### src/design/ctd_pkg.sv
// shared types and constants for the chunked transmission deframer
// used by ctd_parser and chunked_transmission_deframer; no dependencies
`default_nettype none

package ctd_pkg;

   // stream markers
   localparam logic [31:0] SIG_NATIVE  = 32'h0102_0304;
   localparam logic [31:0] SIG_SWAPPED = 32'h0403_0201;
   localparam logic [31:0] LEN_END     = 32'hFFFF_FFFF;
   localparam logic [7:0]  LINE_FEED   = 8'h0A;

   // number of signature and length bytes
   localparam logic [2:0]  FIELD_BYTES = 3'd4;

   // request command codes
   typedef enum logic {
      CMD_BYTE  = 1'b0,
      CMD_BEGIN = 1'b1
   } cmd_type;

   // result kinds
   typedef enum logic [2:0] {
      KIND_ABSORBED = 3'd0,
      KIND_PAYLOAD  = 3'd1,
      KIND_EMPTY    = 3'd2,
      KIND_END      = 3'd3,
      KIND_BADSIG   = 3'd4,
      KIND_IDLE     = 3'd5
   } kind_type;

   // one request item
   typedef struct packed {
      cmd_type    command;
      logic [7:0] data_byte;
      logic       prior_cr;
   } item_type;

   // one result item
   typedef struct packed {
      kind_type   kind;
      logic [7:0] payload;
      logic       chunk_last;
   } result_type;

   // byte reversal of a 32-bit length
   function automatic logic [31:0] swap32(input logic [31:0] v);
      return {v[7:0], v[15:8], v[23:16], v[31:24]};
   endfunction

endpackage

`default_nettype wire

### src/design/ctd_parser.sv
// framing state and per-byte decode for the deframer
// depends on ctd_pkg; result is combinational from the held request
`default_nettype none

module ctd_parser
   import ctd_pkg::*;
(
   input  wire logic       clock,
   input  wire logic       reset,
   input  wire logic       step,      // commit the held request
   input  wire item_type   item,
   output      result_type result
);

   logic        active_ff, active_in;
   logic        skip_lf_ff, skip_lf_in;
   logic [2:0]  sig_count_ff, sig_count_in;
   logic [31:0] sig_shift_ff, sig_shift_in;
   logic        swap_ff, swap_in;
   logic [2:0]  len_count_ff, len_count_in;
   logic [31:0] remaining_ff, remaining_in;

   logic [31:0] sig_next;
   logic [31:0] len_next;
   logic [31:0] len_ordered;
   logic [31:0] rem_dec;

   assign sig_next    = {sig_shift_ff[23:0], item.data_byte};
   assign len_next    = {remaining_ff[23:0], item.data_byte};
   assign len_ordered = swap_ff ? swap32(len_next) : len_next;
   assign rem_dec     = remaining_ff - {31'd0, (remaining_ff != 32'd0)};

   // next state and result for the held request
   always_comb begin
      active_in    = active_ff;
      skip_lf_in   = skip_lf_ff;
      sig_count_in = sig_count_ff;
      sig_shift_in = sig_shift_ff;
      swap_in      = swap_ff;
      len_count_in = len_count_ff;
      remaining_in = remaining_ff;
      result       = '{kind: KIND_ABSORBED, payload: 8'd0, chunk_last: 1'b0};

      if (item.command == CMD_BEGIN) begin
         active_in    = 1'b1;
         skip_lf_in   = item.prior_cr;
         sig_count_in = 3'd0;
         sig_shift_in = 32'd0;
         len_count_in = 3'd0;
         remaining_in = 32'd0;
      end else if (!active_ff) begin
         result.kind = KIND_IDLE;
      end else begin
         skip_lf_in = 1'b0;
         if (skip_lf_ff && item.data_byte == LINE_FEED) begin
            result.kind = KIND_ABSORBED;
         end else if (sig_count_ff < FIELD_BYTES) begin
            // signature collection
            sig_shift_in = sig_next;
            sig_count_in = sig_count_ff + 3'd1;
            if (sig_count_in == FIELD_BYTES) begin
               if (sig_next == SIG_NATIVE) begin
                  swap_in = 1'b0;
               end else if (sig_next == SIG_SWAPPED) begin
                  swap_in = 1'b1;
               end else begin
                  active_in   = 1'b0;
                  result.kind = KIND_BADSIG;
               end
               len_count_in = 3'd0;
               remaining_in = 32'd0;
            end
         end else if (len_count_ff < FIELD_BYTES) begin
            // chunk length collection, end marker checked before swap
            remaining_in = len_next;
            len_count_in = len_count_ff + 3'd1;
            if (len_count_in == FIELD_BYTES) begin
               if (len_next == LEN_END) begin
                  active_in   = 1'b0;
                  result.kind = KIND_END;
               end else begin
                  remaining_in = len_ordered;
                  if (len_ordered == 32'd0) begin
                     result.kind  = KIND_EMPTY;
                     len_count_in = 3'd0;
                  end
               end
            end
         end else begin
            // payload byte
            result.kind    = KIND_PAYLOAD;
            result.payload = item.data_byte;
            remaining_in   = rem_dec;
            if (rem_dec == 32'd0) begin
               result.chunk_last = 1'b1;
               len_count_in      = 3'd0;
            end
         end
      end
   end

   // framing state
   always_ff @(posedge clock) begin
      if (reset) begin
         active_ff    <= 1'b0;
         skip_lf_ff   <= 1'b0;
         sig_count_ff <= 3'd0;
         sig_shift_ff <= 32'd0;
         swap_ff      <= 1'b0;
         len_count_ff <= 3'd0;
         remaining_ff <= 32'd0;
      end else if (step) begin
         active_ff    <= active_in;
         skip_lf_ff   <= skip_lf_in;
         sig_count_ff <= sig_count_in;
         sig_shift_ff <= sig_shift_in;
         swap_ff      <= swap_in;
         len_count_ff <= len_count_in;
         remaining_ff <= remaining_in;
      end
   end

endmodule

`default_nettype wire

### src/design/chunked_transmission_deframer.sv
// Chunked transmission deframer, top level.
// Each request carries one received byte or a begin command; each request
// yields exactly one result on the rsp channel (kind, payload, chunk_last).
// req_tuser is the command (1 begins a transmission, prior_cr in tdata then
// asks to drop one leading line feed); req_tdata carries the stream byte.
// Results: kind in rsp_tuser, payload byte in rsp_tdata, rsp_tlast marks
// the last payload byte of a chunk.
// An accepted request sits in an input register and moves through the
// decode into a result register once that register is free.
// Throughput: one request per cycle while the receiver does not stall;
// the framing state is updated when a request moves from the input
// register into the result register.
// When the receiver stalls, the result register holds, the input register
// keeps one more request, and req_tready drops once both are full.
// Reset (synchronous, active high) empties both registers and returns the
// framer to idle with native byte order.
// depends on ctd_pkg and ctd_parser
`default_nettype none

module chunked_transmission_deframer
   import ctd_pkg::*;
(
   input  wire logic        clock,
   input  wire logic        reset,
   // request channel
   input  wire logic        req_tvalid,
   output      logic        req_tready,
   input  wire logic [15:0] req_tdata,   // [7:0] data_byte, [8] prior_cr, rest zero
   input  wire logic        req_tuser,   // [0] command
   // result channel
   output      logic        rsp_tvalid,
   input  wire logic        rsp_tready,
   output      logic [7:0]  rsp_tdata,   // [7:0] payload
   output      logic [2:0]  rsp_tuser,   // [2:0] kind
   output      logic        rsp_tlast    // chunk_last
);

   logic       in_valid_ff;
   item_type   in_item_ff;
   logic       out_valid_ff;
   result_type out_ff;
   result_type decoded;
   logic       advance;
   logic       req_accept;

   // pipeline control
   assign advance    = in_valid_ff && (!out_valid_ff || rsp_tready);
   assign req_tready = !in_valid_ff || advance;
   assign req_accept = req_tvalid && req_tready;

   ctd_parser u_parser (
      .clock  (clock),
      .reset  (reset),
      .step   (advance),
      .item   (in_item_ff),
      .result (decoded)
   );

   // input register valid
   always_ff @(posedge clock) begin
      if (reset) begin
         in_valid_ff <= 1'b0;
      end else if (req_tready) begin
         in_valid_ff <= req_tvalid;
      end
   end

   // input register payload
   always_ff @(posedge clock) begin
      if (req_accept) begin
         in_item_ff.command   <= cmd_type'(req_tuser);
         in_item_ff.data_byte <= req_tdata[7:0];
         in_item_ff.prior_cr  <= req_tdata[8];
      end
   end

   // result register valid
   always_ff @(posedge clock) begin
      if (reset) begin
         out_valid_ff <= 1'b0;
      end else if (!out_valid_ff || rsp_tready) begin
         out_valid_ff <= in_valid_ff;
      end
   end

   // result register payload
   always_ff @(posedge clock) begin
      if (advance) begin
         out_ff <= decoded;
      end
   end

   assign rsp_tvalid = out_valid_ff;
   assign rsp_tdata  = out_ff.payload;
   assign rsp_tuser  = out_ff.kind;
   assign rsp_tlast  = out_ff.chunk_last;

`ifndef SYNTHESIS
   // payload byte only on payload results
   a_payload_zero: assert property (@(posedge clock) disable iff (reset)
      rsp_tvalid && rsp_tuser != KIND_PAYLOAD |-> rsp_tdata == 8'd0)
      else $error("payload nonzero on non-payload result");

   // chunk end flag only on payload results
   a_last_payload: assert property (@(posedge clock) disable iff (reset)
      rsp_tvalid && rsp_tlast |-> rsp_tuser == KIND_PAYLOAD)
      else $error("chunk_last on non-payload result");

   // no request taken while both registers are full and the receiver stalls
   a_full_stall: assert property (@(posedge clock) disable iff (reset)
      in_valid_ff && rsp_tvalid && !rsp_tready |-> !req_tready)
      else $error("request accepted with full pipeline");

   // a held request reaches the result register once the output is free
   a_advance: assert property (@(posedge clock) disable iff (reset)
      in_valid_ff && (!rsp_tvalid || rsp_tready) |=> rsp_tvalid)
      else $error("held request not moved to result register");
`endif

endmodule

`default_nettype wire

### config.mk
export PLATFORM = sky130hd
export DESIGN_NAME = chunked_transmission_deframer
export DESIGN_NICKNAME = d
export VERILOG_FILES = /design/src/design/ctd_pkg.sv /design/src/design/ctd_parser.sv /design/src/design/chunked_transmission_deframer.sv
export SDC_FILE = /design/constraint.sdc
export NUM_CORES = 1
export LEC_CHECK = 0
export ABC_CLOCK_PERIOD_IN_PS = 6200
export BUFFER_PORTS_ARGS = -buffer_cell sky130_fd_sc_hd__buf_2
export CAP_MARGIN = 10
export CORE_ASPECT_RATIO = 0.7
export CORE_MARGIN = 2
export CORE_UTILIZATION = 45
export DETAILED_ROUTE_END_ITERATION = 8
export GPL_TIMING_DRIVEN = 0
export REMOVE_ABC_BUFFERS = 1
export SYNTH_ARGS = -nofsm -noshare
export SYNTH_HDL_FRONTEND = slang
export SYNTH_SLANG_ARGS = --single-unit
### constraint.sdc
create_clock -name clock -period 6.2 [get_ports clock]
set_input_delay 1.24 -clock clock [delete_from_list [all_inputs] [get_ports clock]]
set_output_delay 1.24 -clock clock [all_outputs]
set_load 0.005 [all_outputs]
==> Yosys cells after proc, flatten, opt, wreduce, memory -nomap -nowiden <==
Index checks and enable logic that the tools add are counted.
W data, S select, Z words.
{ "word_totals": {"output_inout_bits": 14, "ff_bits": 89, "wordCells": 105} }
{ "op_classes": {"n_lt_le_gt_ge": 2, "n_bitwise": 3, "n_reduce_logical": 21, "n_mux": 52, "add_sub_neg": 3, "n_eq_ne": 8} }
{ "op_table": {"columns": ["op", "count"], "rows": [
  ["$mux W32", 9],
  ["$mux W24", 4],
  ["$mux W3", 23],
  ["$logic_not A32 Y1", 2],
  ["$eq A32 B25 Y1 const B", 1],
  ["$eq A32 B27 Y1 const B", 1],
  ["$eq A32 B32 Y1 const B", 1],
  ["$reduce_bool A32 Y1", 1],
  ["$sub A32 B1 Y32", 1],
  ["$mux W1", 15],
  ["$eq A8 B4 Y1 const B", 1],
  ["$reduce_and A4 Y1", 2],
  ["$reduce_and A7 Y1", 1],
  ["$add A3 B1 Y3 const B", 2],
  ["$eq A3 B3 Y1 const B", 2],
  ["$lt A3 B3 Y1 const B", 2],
  ["$reduce_bool A2 Y1", 3],
  ["$reduce_and A5 Y1", 1],
  ["$reduce_or A5 Y1", 1],
  ["$reduce_bool A4 Y1", 1],
  ["$logic_and A1 B1 Y1", 3],
  ["$ne A3 B3 Y1 const B", 1],
  ["$not A1 Y1", 3],
  ["$reduce_or A3 Y1", 1],
  ["other kinds (5)", 7]
]} }

==> Depth between registers and ports, before layout <==
Gate-level depths: netlist (run 1).
{ "logic_depth": {"ltp_word": 10, "mapped_depth": 17, "depth_no_buf": 13} }

==> By module <==
From an unflattened synthesis (run 1), not the netlist that was laid out.
{ "hier_totals": {"hier_cells": 630, "hier_area_um2": 5341.4} }
{ "modules_own_cells": {"columns": ["mod", "seq_area_each_um2", "area_per_inst_um2", "instances", "cells_per_inst"], "rows": [
  ["ctd_parser", 1301.2, 4576.9, 1, 598],
  ["chunked_transmission_deframer", 700.7, 764.5, 1, 32]
]} }

==> Worst setup path before layout (run 1) <==
No wires, ideal clock.
{ "synth_path": {"kind": "register -> register", "startpoint": "reg u_parser.remaining_ff[16]", "endpoint": "reg u_parser.len_count_ff[1]", "path_stages_with_launch": 17, "t_required_ns": 6.070, "path_slack_ns": 2.212, "n_path_buf": 3, "arrival_time_ns": 3.858, "path_cell_list": "dfxtp_1 clkbuf_1 or3_1 or4_1 clkbuf_1 nor4_1 nand3_1 ha_1 ha_1 or3b_2 clkbuf_1 nor3_1 a221o_1 nor4_1 a31oi_1 nor3_2 o22ai_1"} }
{ "synth_between": {"elab_chain_len": 10, "word_cells_on_any_way": 16, "cone_classes": "add/sub: 1; eq/ne: 1; mux: 9; reduce/logical: 5"} }
{ "synth_rtl": {"columns": ["item", "line_no", "text"], "rows": [
  ["from (decl)", "ctd_parser.sv:21", "logic [31:0] remaining_ff, remaining_in;"],
  ["from (signal assigned)", "ctd_parser.sv:119", "remaining_ff <= remaining_in;"],
  ["parallel branches: the longest is 10 deep, another holds $sub A32 B1 Y32", null, null],
  ["to (signal assigned)", "ctd_parser.sv:118", "len_count_ff <= len_count_in;"],
  ["to (decl)", "ctd_parser.sv:20", "logic [2:0] len_count_ff, len_count_in;"]
]} }
Several ways; the timed one is not identified. The select of a mux whose other input is x is not followed.
A chain may end at the register's enable or synchronous reset.

==> Final worst setup path (run 1) <==
{ "layout_path": {"startpoint": "reg u_parser.remaining_ff[18]", "endpoint": "reg u_parser.len_count_ff[0]"} }
Same word-level chain as after synthesis.

==> key figures, run 1 <==
Global routing
  – First-pass GRT wire length: 27400 um
  – GRT Overall Usage: 27.8%
  – Maximum number of pins on one net before global-route repair: 68
  – Number of global-route vias before repair: 4698
  – Aggregate global routing overflow: 0
  – Initial antenna violation count: 0

Final layout
  – Antenna Cells: 0
  – Post-route cell area: 0.00595 mm^2
  – Area used by multi-input combinational logic: 0.00314 mm^2
  – Total of fill cells in the finished design: 1128
  – Sequential cell area: 0.00200 mm^2
  – Fraction of layout cells with a size suffix above 1: 11.5%
  – Number of nets in the finished design: 673
  – Area Growth Syn to Fin: 10.0%

STA
  – Count of final max-slew check failures: 0
  – Worst setup margin: 1.30 ns
  – Timing-limited maximum frequency: 204 MHz
  – Worst-margin pin slew: 1.02 ns
  – Unrepaired setup endpoints after global routing: false
  – Setup_tns: 0 ns
  – Relative max-transition margin: 31.3%
  – Minimum period implied by the final worst setup slack: 4.90 ns
  – Count of endpoints failing setup in the final report: 0
  – Number of hold-slack violations in the final timing report: 0
  – Post-route clock period utilization: 79.1%
  – Fin Clk Skew: 0.0125 ns

Yosys
  – Synth Area per Inst: 8.14 um^2
  – Mapped Area: 0.00541 mm^2
  – Post-synth ARST share: 0%
  – Primary FF master, synth: dfxtp_1
  – Area leader, netlist: dfxtp_1
  – Syn. warnings: 0
  – Top cell types by occurrence after synthesis: nor2_1, dfxtp_1, clkbuf_1, nand2_1, a21oi_1
  – Ranking of synthesized cells by area: dfxtp_1, edfxtp_1, nor2_1, a21oi_1, nor3b_1
  – Area fraction of the dominant cell type after synthesis: 24.8%
  – Synthesized flop and latch total: 89
  – Mapped Cells: 664
  – Most used standard cell by instance count after synthesis: nor2_1
  – Number of flops mapped to enable cells by yosys: 22
  – Seq/Total Area, Yosys: 37.0%
  – Cell variety after synth: 67

Drt
  – Final wirelength: 17200 um
  – Detailed-router iteration count before antenna repair: 6
  – Post-detailed-route wirelength per cell: 21.3 um
  – DR DRC count: 0
  – Number of nets with antenna violations after routing: 0
  – Total vias in the final route: 5129
  – DRC marker count from the first detailed-route iteration: 691
  – DR vias/cell: 6.35

Floorplanning
  – Number of primary I/O pins: 35
  – Placeable core area: 0.0117 mm^2
  – Floorplan die area: 0.0129 mm^2
  – Overall die height: 95.7 um
  – Horizontal extent of the die: 135 um
  – Initial standard-cell utilization of the core: 46.1%
  – Site Rows: 33

Clocking
  – CTS clk-pin slew, worst paths: 0.08 ns
  – Worst skew pair latency: 0.35 ns
  – CTS HTree Levels: 3
  – Clock buffer count from CTS: 9
  – Number of buffers between clock root and the deepest sink: 2
  – Hold buffers post-CTS: 0
  – Number of gates resized after CTS: 0
  – CTS tree: done
  – Root cell of the clock tree: clkbuf_16
  – Number of clock sinks: 89
  – Setup Buffers After CTS: 0

Setup path
  – Classification of the worst setup path: flop to flop
  – Sort of element at the start of the critical path: flop
  – Critical Path Fanout Max: 11
  – Data required time at the worst endpoint: 6.42 ns
  – Element type at the critical path end: flop
  – CP arrival: 5.12 ns

Pwr
  – Leakage component of the power: 2.11 nW
  – Power Dens Cells: 205 mW/mm^2
  – IR drop worst, VDD: 0.000145 V

Placement
  – Worst slack after detailed placement: 1.45 ns
  – GP Congestion: 0.957
  – Placement-stage cell area: 0.00557 mm^2
  – Number of I/O port buffers: 27
  – Detailed placement HPWL: 11700 um

Worst hold path
  – Hold/Removal Path Class: flop to flop

Outcome
  – Status: finished clean

Run
  – Maxcap violations: 0
==> flip-flops by register name, summed over array words and instances, names as in the netlist <==
name / flops
u_parser.remaining_ff: 32
u_parser.sig_shift_ff: 24
in_item_ff: 10
rsp_tdata: 8
rsp_tuser: 3
u_parser.len_count_ff: 3
u_parser.sig_count_ff: 3
in_valid_ff: 1
rsp_tlast: 1
rsp_tvalid: 1
u_parser.active_ff: 1
u_parser.skip_lf_ff: 1
u_parser.swap_ff: 1
==> through the flow <==
| stage | util, % | total power [mW] | instances | hold WS [ns] |
|---|---|---|---|---|
| finish | 50.7 | 1.22 | 808 | 0.486 |
| global route | 50.7 | 1.26 | 808 | 0.515 |
| CTS | 50.0 | 1.22 | 804 | 0.488 |
| detailed placement | 47.5 | 0.680 | 788 | 0.479 |
| global placement | 46.9 | 0.678 | 786 | 0.468 |
| floorplan | - | 0.650 | 602 | 0.450 |
==> layout make-up <==
cell class	count	area share (%)
clock inverters	7	1.14
flip-flops and latches	89	33.7
well taps	157	3.30
clock buffers	9	3.79
multi-input cells	502	52.7
repair buffers	33	4.67
inverters	11	0.694
==> cell usage in the layout (no fill, tap or decap), types with 22 or more instances in the layout <==
cell and instances:
edfxtp_1 22, nor2_1 74, nor3_1 30, a21oi_1 48, nand2_1 54, nor4_1 23, buf_2 27, nor3b_1 29
dfxtp_1 66
==> critical path: stages (launching register included) <==
cell     delay, ns
dfxtp_1       0.44
or3_1         0.45
or4_1         0.70
nor4_1        0.49
nand3_1       0.16
ha_1          0.32
ha_1          0.27
or3b_2        0.41
nor3_1        0.20
a221o_1       0.35
nor4_1        0.44
a31oi_1       0.17
nor3_2        0.25
mux2i_1       0.11
==> metal layers <==
metal | routed length (um) | share of wire (%) | track usage [%] | up-vias
met5 | 0 | 0 | 0 | -
met4 | 202 | 1.2 | 5.64 | 0
met1 | 8580 | 50 | 43.3 | 2472
met2 | 6950 | 40 | 39.3 | 231
li1 | - | - | - | 2407
met3 | 1450 | 8.4 | 5.42 | 19
==> worst paths after layout <==
| kind | start | end | slack, ns | cells after the start |
|---|---|---|---|---|
| worst max-delay path | u_parser.remaining_ff[18] | u_parser.len_count_ff[0] | 1.30 | 13 |
| worst min-delay path | u_parser.remaining_ff[31] | u_parser.remaining_ff[31] | 0.49 | 2 |
| worst max register to register | u_parser.remaining_ff[18] | u_parser.len_count_ff[0] | 1.30 | 13 |
| worst min register to register | u_parser.remaining_ff[31] | u_parser.remaining_ff[31] | 0.49 | 2 |
==> kinds of logic (layout without fill, tap and decap cells) <==
family	Yosys count	count (layout)	share of synthesized area, %
DFF	89	89	37.0
muxes	29	29	5.55
buffers and inverters	73	60	5.28
AOI/OAI and AO/OA	139	139	16.8
adders and majority gates	6	6	1.39
xor gates and xnor gates	19	19	3.08
and+or+nand+nor	309	309	30.8
==> report_power, final <==
part / internal, mW / total, mW / switching [mW]
registers: 0.604 / 0.619 / 0.0145
logic: 0.0199 / 0.0535 / 0.0336
clock network: 0.283 / 0.545 / 0.261
total: 0.908 / 1.22 / 0.309
Power figures use the tool's default switching activity.
==> run 2, diff against run 1 <==
--- a/config.mk
+++ b/config.mk
@@ -5,7 +5,7 @@
 export SDC_FILE = /design/constraint.sdc
 export NUM_CORES = 1
 export LEC_CHECK = 0
-export ABC_CLOCK_PERIOD_IN_PS = 6200
+export ABC_CLOCK_PERIOD_IN_PS = 4900
 export BUFFER_PORTS_ARGS = -buffer_cell sky130_fd_sc_hd__buf_2
 export CAP_MARGIN = 10
 export CORE_ASPECT_RATIO = 0.7
==> constraint.sdc (replaced) <==
create_clock -name clock -period 4.9 [get_ports clock]
set_input_delay 0.98 -clock clock [delete_from_list [all_inputs] [get_ports clock]]
set_output_delay 0.98 -clock clock [all_outputs]
set_load 0.005 [all_outputs]
==> run 2 against run 1 <==
Sequential cell count unchanged; combinational power increased by 27%; clock-buffer cell count unchanged; worst setup slack got worse by 1.2 ns; power increased by 27%; clock skew decreased by 0.00065 ns; global-route usage unchanged; via count increased by 0.97%; sequential power increased by 26%; critical endpoint unchanged; largest power group unchanged; highest routed layer unchanged.
==> key figures, run 2 (synthesis results as in run 1) <==
Outcome
  – Status: finished clean

STA
  – Minimum period implied by the final worst setup slack: 4.77 ns
  – Setup_tns: 0 ns
  – Number of hold-slack violations in the final timing report: 0
  – Worst-margin pin slew: 1.03 ns
  – Fin Clk Skew: 0.0118 ns
  – Timing-limited maximum frequency: 210 MHz
  – Count of endpoints failing setup in the final report: 0
  – Count of final max-slew check failures: 0
  – Relative max-transition margin: 31.1%
  – Post-route clock period utilization: 97.3%

Setup path
  – Setup slack, reg-to-reg: 0.13 ns
  – Critical Path Source: u_parser.remaining_ff[18]
  – CP peak stage delay: 0.70 ns
  – Slowest library cell on the worst path: or4_1
  – Sort of element at the start of the critical path: flop
  – Critical Path Sink: u_parser.len_count_ff[0]
  – Critical Path Fanout Max: 11
  – Endpoint of the worst-slack reg-to-reg timing path: u_parser.len_count_ff[0]
  – Reg-to-reg critical path startpoint: u_parser.remaining_ff[18]
  – Element type at the critical path end: flop
  – Data required time at the worst endpoint: 5.12 ns
  – Classification of the worst setup path: flop to flop
  – CP arrival: 4.99 ns
  – Most prevalent standard cell on the critical path: ha_1
  – Cells along the critical path: or3_1, or4_1, nor4_2, nand3_1, ha_1, ha_1, or3b_2, nor3_1, a221o_1, nor4_1, a31oi_1, nor3_2, mux2i_1
  – Cell depth of the worst flop-to-flop path: 13

Final layout
  – Number of nets in the finished design: 673
  – Most common library cell in the layout ignoring fill and taps: nor2_1
  – Area Growth Syn to Fin: 10.2%
  – Total of fill cells in the finished design: 1130
  – Flip-flop count of the largest register, all copies and words added: 32
  – Fraction of layout cells with a size suffix above 1: 11.8%
  – Highest-count cells in the layout ignoring fill and taps: nor2_1, dfxtp_1, nand2_1
  – Largest registers in the final layout: u_parser.remaining_ff x32, u_parser.sig_shift_ff x24, in_item_ff x10
  – Register with the most flip-flops: u_parser.remaining_ff
  – Post-Layout Cell Count: 808
  – Antenna Cells: 0

Placement
  – GP Congestion: 0.957
  – Cells after DPL: 788
  – Number of I/O port buffers: 27
  – Detailed placement HPWL: 11700 um

Drt
  – DRC marker count from the first detailed-route iteration: 586
  – Total vias in the final route: 5179
  – Final wirelength: 17300 um
  – Detailed-router iteration count before antenna repair: 6
  – DR vias/cell: 6.41
  – DR DRC count: 0
  – Post-detailed-route wirelength per cell: 21.4 um
  – Number of nets with antenna violations after routing: 0

Floorplanning
  – Floorplan die area: 0.0129 mm^2
  – Initial standard-cell utilization of the core: 46.1%
  – Horizontal extent of the die: 135 um
  – Site Rows: 33
  – Placeable core area: 0.0117 mm^2
  – Number of primary I/O pins: 35
  – Overall die height: 95.7 um

Worst hold path
  – Hold/Removal Path Class: flop to flop

Global routing
  – Number of global-route vias before repair: 4698
  – Maximum number of pins on one net before global-route repair: 68
  – Initial antenna violation count: 0
  – First-pass GRT wire length: 27400 um
  – GRT Overall Usage: 27.8%
  – Aggregate global routing overflow: 0

Pwr
  – Net switching power figure: 0.391 mW
  – Relative contribution of the clock network to total power: 44.7%
  – Switching part of the total power: 25.4%
  – Proportion of power drawn by flip-flops and latches: 50.9%
  – Power Dens Cells: 258 mW/mm^2
  – Comb pwr share: 4.4%
  – Cell Int Power: 1.15 mW
  – IR drop worst, VDD: 0.000183 V
  – Leakage component of the power: 2.12 nW

Clocking
  – Setup Buffers After CTS: 0
  – CTS HTree Levels: 3
  – Worst skew pair latency: 0.35 ns
  – CTS tree: done
  – CTS clk-pin slew, worst paths: 0.08 ns
  – Number of buffers between clock root and the deepest sink: 2
  – Clock buffer count from CTS: 9
  – Root cell of the clock tree: clkbuf_16
  – Number of clock sinks: 89

Run
  – Maxcap violations: 0
## run 2: worst min-delay path by stage
stage | start | to | slack, ns | cells after the start
2_1_floorplan | u_parser.remaining_ff[31] | u_parser.remaining_ff[31] | 0.45 | 2
3_3_place_gp | u_parser.remaining_ff[31] | u_parser.remaining_ff[31] | 0.47 | 2
3_5_place_dp | u_parser.remaining_ff[31] | u_parser.remaining_ff[31] | 0.48 | 2
4_1_cts | u_parser.remaining_ff[31] | u_parser.remaining_ff[31] | 0.49 | 2
5_1_grt | u_parser.remaining_ff[31] | u_parser.remaining_ff[31] | 0.51 | 2
6_report | u_parser.remaining_ff[31] | u_parser.remaining_ff[31] | 0.48 | 2
## run 2: cell type report
| cell class | count | area [um^2] | area share, % |
|---|---|---|---|
| clock inverter | 7 | 67.6 | 1.13 |
| clock buffer | 9 | 225 | 3.78 |
| sequential | 89 | 2000 | 33.6 |
| timing repair buffer | 33 | 278 | 4.66 |
| inverter | 11 | 41.3 | 0.693 |
| tap | 157 | 196 | 3.30 |
| multi-input combinational | 502 | 3150 | 52.8 |
## run 2: layer usage
metal  global-route usage (%)  vias to the layer above  share of wire, %
met2                     39.3                      233                40
li1                         -                     2405                 -
met5                        0                        -                 0
met3                     5.42                       21               9.1
met4                     5.64                        0               1.4
met1                     43.3                     2520                50
## run 2: what timing repair did
item,4_1_cts,5_1_grt
gates resized for setup,0,2
endpoints found under the hold margin,0,0
endpoints found under the setup margin,0,3
hold buffers,0,0
## run 2: power by group through the flow
stage               logic [mW]  registers [mW]  clock network, mW
CTS                     0.0574           0.786              0.701
detailed placement      0.0572           0.803                  0
global route            0.0752           0.785              0.730
floorplan               0.0294           0.793                  0
global placement        0.0557           0.802                  0
finish                  0.0680           0.783              0.689
## run 2: critical path: cells and delay by family, from the launching register on
family          cells  cell delay (ns)
compound gates      2             0.52
fa+ha+maj           2             0.59
flops               1             0.45
mux                 1             0.11
simple gates        8             2.97
## run 2: through the flow
step	util [%]	hold slack [ns]	cell area (um^2)	power, mW	setup slack, ns
2_1_floorplan	-	0.450	5160	0.822	0.685
3_3_place_gp	46.9	0.468	5500	0.858	-1.26
3_5_place_dp	47.5	0.479	5570	0.860	0.151
4_1_cts	50.0	0.488	5860	1.54	0.122
5_1_grt	50.8	0.515	5960	1.59	-0.0184
6_report	50.8	0.483	5960	1.54	0.134
